===== config.mk =====
export PLATFORM = sky130hd
export DESIGN_NAME = mmpc_merge
export DESIGN_NICKNAME = d
export VERILOG_FILES = /design/src/hdl/mmpc_pkg.sv /design/src/hdl/mmpc_merge.sv
export SDC_FILE = /design/constraint.sdc
export NUM_CORES = 1
export LEC_CHECK = 0
export ABC_AREA = 1
export BUFFER_PORTS_ARGS = -buffer_cell sky130_fd_sc_hd__buf_2
export CORE_UTILIZATION = 36
export CTS_BUF_LIST = sky130_fd_sc_hd__clkbuf_2
export DETAILED_ROUTE_END_ITERATION = 12
export GPL_ROUTABILITY_DRIVEN = 0
export GPL_TIMING_DRIVEN = 0
export PLACE_DENSITY = 0.67
export SYNTH_ARGS = -nofsm -noshare
export SYNTH_HDL_FRONTEND = slang
export SYNTH_SLANG_ARGS = --single-unit

===== constraint.sdc =====
create_clock -name i_clk -period 1.7 [get_ports i_clk]
set_clock_uncertainty 0.1 [all_clocks]
set_input_delay 0.34 -clock i_clk [delete_from_list [all_inputs] [get_ports i_clk]]
set_output_delay 0.34 -clock i_clk [all_outputs]
set_load 0.01 [all_outputs]

===== src/hdl/mmpc_pkg.sv =====
`default_nettype none
// ============================================================================
// mmpc_pkg
// Shared types and constants for the motor mixer with pulse clamp.
// ============================================================================
package mmpc_pkg;

    localparam int MOTOR_COUNT = 4;
    localparam int CMD_W       = 16;
    localparam int COEF_W      = 16;
    localparam int PULSE_W     = 16;
    localparam int SCALE_W     = 24;
    localparam int ROW_W       = MOTOR_COUNT * COEF_W;
    localparam int DATA_W      = 64;
    localparam int ADDR_W      = 6;
    localparam int REG_IDX_W   = 3;

    localparam int PROD_W      = CMD_W + COEF_W;
    localparam int SUM_W       = PROD_W + 2;
    localparam int SCALED_W    = SUM_W + SCALE_W + 1;
    localparam int FRAC_BITS   = 38;
    localparam int ROUND_W     = SCALED_W + 1;
    localparam int QUOT_W      = ROUND_W - FRAC_BITS;
    localparam int PULSE_EXT_W = QUOT_W + 2;

    localparam logic [REG_IDX_W-1:0] REG_MIX_ROW_0    = 3'd0;
    localparam logic [REG_IDX_W-1:0] REG_MIX_ROW_1    = 3'd1;
    localparam logic [REG_IDX_W-1:0] REG_MIX_ROW_2    = 3'd2;
    localparam logic [REG_IDX_W-1:0] REG_MIX_ROW_3    = 3'd3;
    localparam logic [REG_IDX_W-1:0] REG_PULSE_MIN    = 3'd4;
    localparam logic [REG_IDX_W-1:0] REG_PULSE_MAX    = 3'd5;
    localparam logic [REG_IDX_W-1:0] REG_THRUST_SCALE = 3'd6;

    localparam logic [PULSE_W-1:0] PULSE_MAX_RST = '1;

    typedef logic [MOTOR_COUNT-1:0][CMD_W-1:0]   t_cmd_vec;
    typedef logic [MOTOR_COUNT-1:0][PULSE_W-1:0] t_pulse_vec;

    typedef struct packed {
        logic [PULSE_W-1:0] pulse_min;
        logic [PULSE_W-1:0] pulse_max;
        logic [SCALE_W-1:0] scale;
    } t_lane_cfg;

    typedef struct packed {
        logic en;
        logic vld;
    } t_pipe_ctl;

endpackage
`default_nettype wire


===== src/hdl/mmpc_merge.sv =====
`default_nettype none
// ============================================================================
// mmpc_merge
// Collects the four lane pulses into one output transaction register.
// ============================================================================
module mmpc_merge (
    input  wire                            i_clk,
    input  wire                            i_rst_n,
    input  wire mmpc_pkg::t_pipe_ctl       i_ctl,
    input  wire mmpc_pkg::t_pulse_vec      i_pulse,
    output logic                           o_tvalid,
    output logic [mmpc_pkg::DATA_W-1:0]    o_tdata
);

    logic                          r_valid;
    logic [mmpc_pkg::DATA_W-1:0]   r_data;
    logic [mmpc_pkg::DATA_W-1:0]   n_data;

    always_comb begin
        n_data = '0;
        for (int i = 0; i < mmpc_pkg::MOTOR_COUNT; i++) begin
            n_data[i*mmpc_pkg::PULSE_W +: mmpc_pkg::PULSE_W] = i_pulse[i];
        end
    end

    always_ff @(posedge i_clk) begin
        if (!i_rst_n) begin
            r_valid <= 1'b0;
        end else if (i_ctl.en) begin
            r_valid <= i_ctl.vld;
        end
    end

    always_ff @(posedge i_clk) begin
        if (i_ctl.en) begin
            r_data <= n_data;
        end
    end

    assign o_tvalid = r_valid;
    assign o_tdata  = r_data;

endmodule
`default_nettype wire


==> run_results.csv <==
group,metric,value,unit
clock_network,cts_tree,"built",
route,routedWlPerCell,13.5,um
timing,setup_viol,0,
flow_run,cap_violations,0,
route,vias,1442,
timing,fmax,0.674,GHz
critical_path,critPathLaunchType,"flop",
logic_synthesis,yosysTopAreaCellShare,97.9,%
logic_synthesis,syn_inst,70,
clock_network,clk-insertion-delay-late,0.46,ns
logic_synthesis,synth_simple_gate_area_share,0.892,%
critical_path,path_cells,"buf_2",
logic_synthesis,ys_seq_area_share,98.9,%
logic_synthesis,synth_compound_area_share,0,%
logic_synthesis,muxShareOfSynthArea,0,%
pwr,pwr_density_cell,889,mW/mm2
timing,fin_crit,1.48,ns
final_layout,final_nets,346,
logic_synthesis,synth_top_cell_by_area,"edfxtp_1",
floorplanning,core,0.00517,mm2
timing,hold-worst-slack,0.0504,ns
critical_path,critPathKind,"flop to output port",
route,drt_iter0_drc,85,
pwr,pwr-share-seq,62.8,%
final_layout,post-route-util,66.7,%
clock_network,cts-buffers-inserted,9,
clock_network,cts.path.max_buffers,2,
place,place_ws,-0.201,ns
pwr,power_leakage,1.50,nW
floorplanning,rows,26,
critical_path,slowest_delay,0.43,ns
clock_network,cts_sinks,65,
logic_synthesis,yosys_register_bits,65,
timing,finalCritPeriodShare,87.2,%
timing,slew_headroom,47.9,%
logic_synthesis,avgSynthCellArea,28.0,um2
place,portBuffers,132,
logic_synthesis,synth_top_family_by_area,"simple AND/OR/NAND/NOR gates",
place,placed_cells,272,
global_routing,grt_antenna_before_repair,0,
timing,final_hold_viol_count,0,
status,status,"complete, no violations",
final_layout,area_growth,75.7,%
pwr,p_sw_share,24.4,%
pwr,p_clk_share,23.6,%
critical_path,reg2regPathDepth,2,
logic_synthesis,synth_fa_ha_area_share,0,%
floorplanning,die-area,0.00575,mm2
critical_path,slowest_stage,"edfxtp_1",
global_routing,grt_overflow,0,
pwr,power.internal,2.32,mW
critical_path,arrival,1.04,ns
critical_path,cp_max_fo,1,
clock_network,clkTransAtPathRegs,0.18,ns
floorplanning,floorplan.io_pins,133,
global_routing,grt_max_degree,67,
global_routing,grt_pass1_vias,1440,
final_layout,fillCellCount,361,
clock_network,ctsHtreeMaxLevel,3,
timing,rsz0062_at_grt,"false",
critical_path,crit_cells,1,
global_routing,grt_first_pass_wirelength,6710,um
logic_synthesis,synth-xor-area-share,0,%
timing,timing.final.ws_setup,0.217,ns
logic_synthesis,ys_top_cells_by_area,"edfxtp_1 (98%), dfxtp_1 (1.0%), nand2_1 (0.38%)",
floorplanning,die_height,75.8,um
clock_network,root_buffer,"clkbuf_2",
route,via_per_inst,4.08,
hold_path,holdCritPathClass,"input pin to flop",
floorplanning,die-width,75.8,um
route,ant_nets,0,
critical_path,crit_required,1.26,ns
route,drc_errors,0,
logic_synthesis,syn_area,0.00196,mm2
timing,slew_violations,0,
critical_path,critPathBufInv,1,
critical_path,crit_path_end_kind,"output port",
final_layout,antennaDiodeCount,0,
route,routed_wl,4750,um
floorplanning,start_util,38.0,%
logic_synthesis,synth_fp_nets,138,
pwr,vdd_drop_max,0.000503,V
logic_synthesis,yosys_warnings,0,
pwr,combPwrFrac,13.5,%
pwr,p_sw,0.749,mW
hold_path,min_path_cells,5,
timing,worst_pin_slew,0.782,ns
clock_network,cts_resized,0,
final_layout,instances_no_fill,353,
critical_path,critPathTopFamily,"flip-flops",
logic_synthesis,synth.distinct_cells,6,
global_routing,grt_usage,17.4,%
route,firstDrtPassIters,4,
final_layout,drive_gt1_share,52.3,%
==> registers in the layout, summed over array words and instances, names as in the netlist <==
name and flops:
o_tdata 64, o_tvalid 1
==> synthesized netlist by cell type (all sizes together) <==
cell type  number
inv             1
dfxtp           1
edfxtp         64
nand2           2
nor2            2
==> cell families after synthesis <==
| kind of cell | after synthesis |
|---|---|
| buffers and inverters | 1 |
| AND/OR/NAND/NOR | 4 |
| flip-flops | 65 |
==> stage by stage <==
| step | setup TNS (ns) | cell area (um2) | power, mW |
|---|---|---|---|
| floorplan | 0 | 1960 | 2.04 |
| global placement | -10.42 | 2710 | 2.25 |
| detailed placement | -12.91 | 2710 | 2.26 |
| CTS | 0 | 3450 | 3.09 |
| global route | 0 | 3450 | 3.22 |
| finish | 0 | 3450 | 3.07 |
==> power groups by stage <==
stage                     sequential (mW)  combinational [mW]  clock, mW
after CTS                            1.93               0.414      0.753
after detailed placement             1.97               0.297          0
after floorplan                      2.04             0.00362          0
after global placement               1.96               0.293          0
final                                1.93               0.416      0.724
after global routing                 1.94               0.454      0.819
==> path summary, 6_finish.rpt <==
check                end  slack (ns)         from
min             o_tvalid        0.05     i_ctl[0]
max          o_tdata[12]        0.22  o_tdata[12]
max reg2reg     o_tvalid        1.00     o_tvalid
min reg2reg     o_tvalid        0.42     o_tvalid
==> layout by cell type (no fill, tap or decap) <==
cell,count
clkinv_2,3
clkinvlp_4,1
edfxtp_1,64
inv_1,1
nor2_1,1
nor2_2,1
clkinv_4,1
dlygate4sd3_1,65
clkinv_1,1
buf_4,1
buf_2,131
nand2_1,2
clkbuf_2,10
dfxtp_1,1
==> layer usage <==
metal  global-route usage (%)  vias up  part of all wire, %
li1                         -      698                    -
met1                     17.6      648                   34
met2                     30.9       79                   55
met3                     4.10       17                  7.0
met4                     13.4        0                  3.6
met5                        0        -                    0
==> area by class of cell <==
type,instances,area (um2),area share [%]
Sequential cell,65,1940,56.3
Timing Repair Buffer,197,1310,38.1
Tap cell,70,87.6,2.54
Clock buffer,10,50.0,1.45
Clock inverter,6,35.0,1.02
Multi-Input combinational cell,4,17.5,0.508
Inverter,1,3.75,0.109
==> what timing repair did <==
action                                 4_1_cts  5_1_grt
endpoints found under the hold margin       65        0
setup buffers                                0        0
hold buffers                                65        0
==> worst min-delay path, cell delays in order <==
cell and delay, ns:
buf_2 0.07, inv_1 0.03, nand2_1 0.04, nand2_1 0.05, nor2_2 0.06
Power figures use the tool's default switching activity.
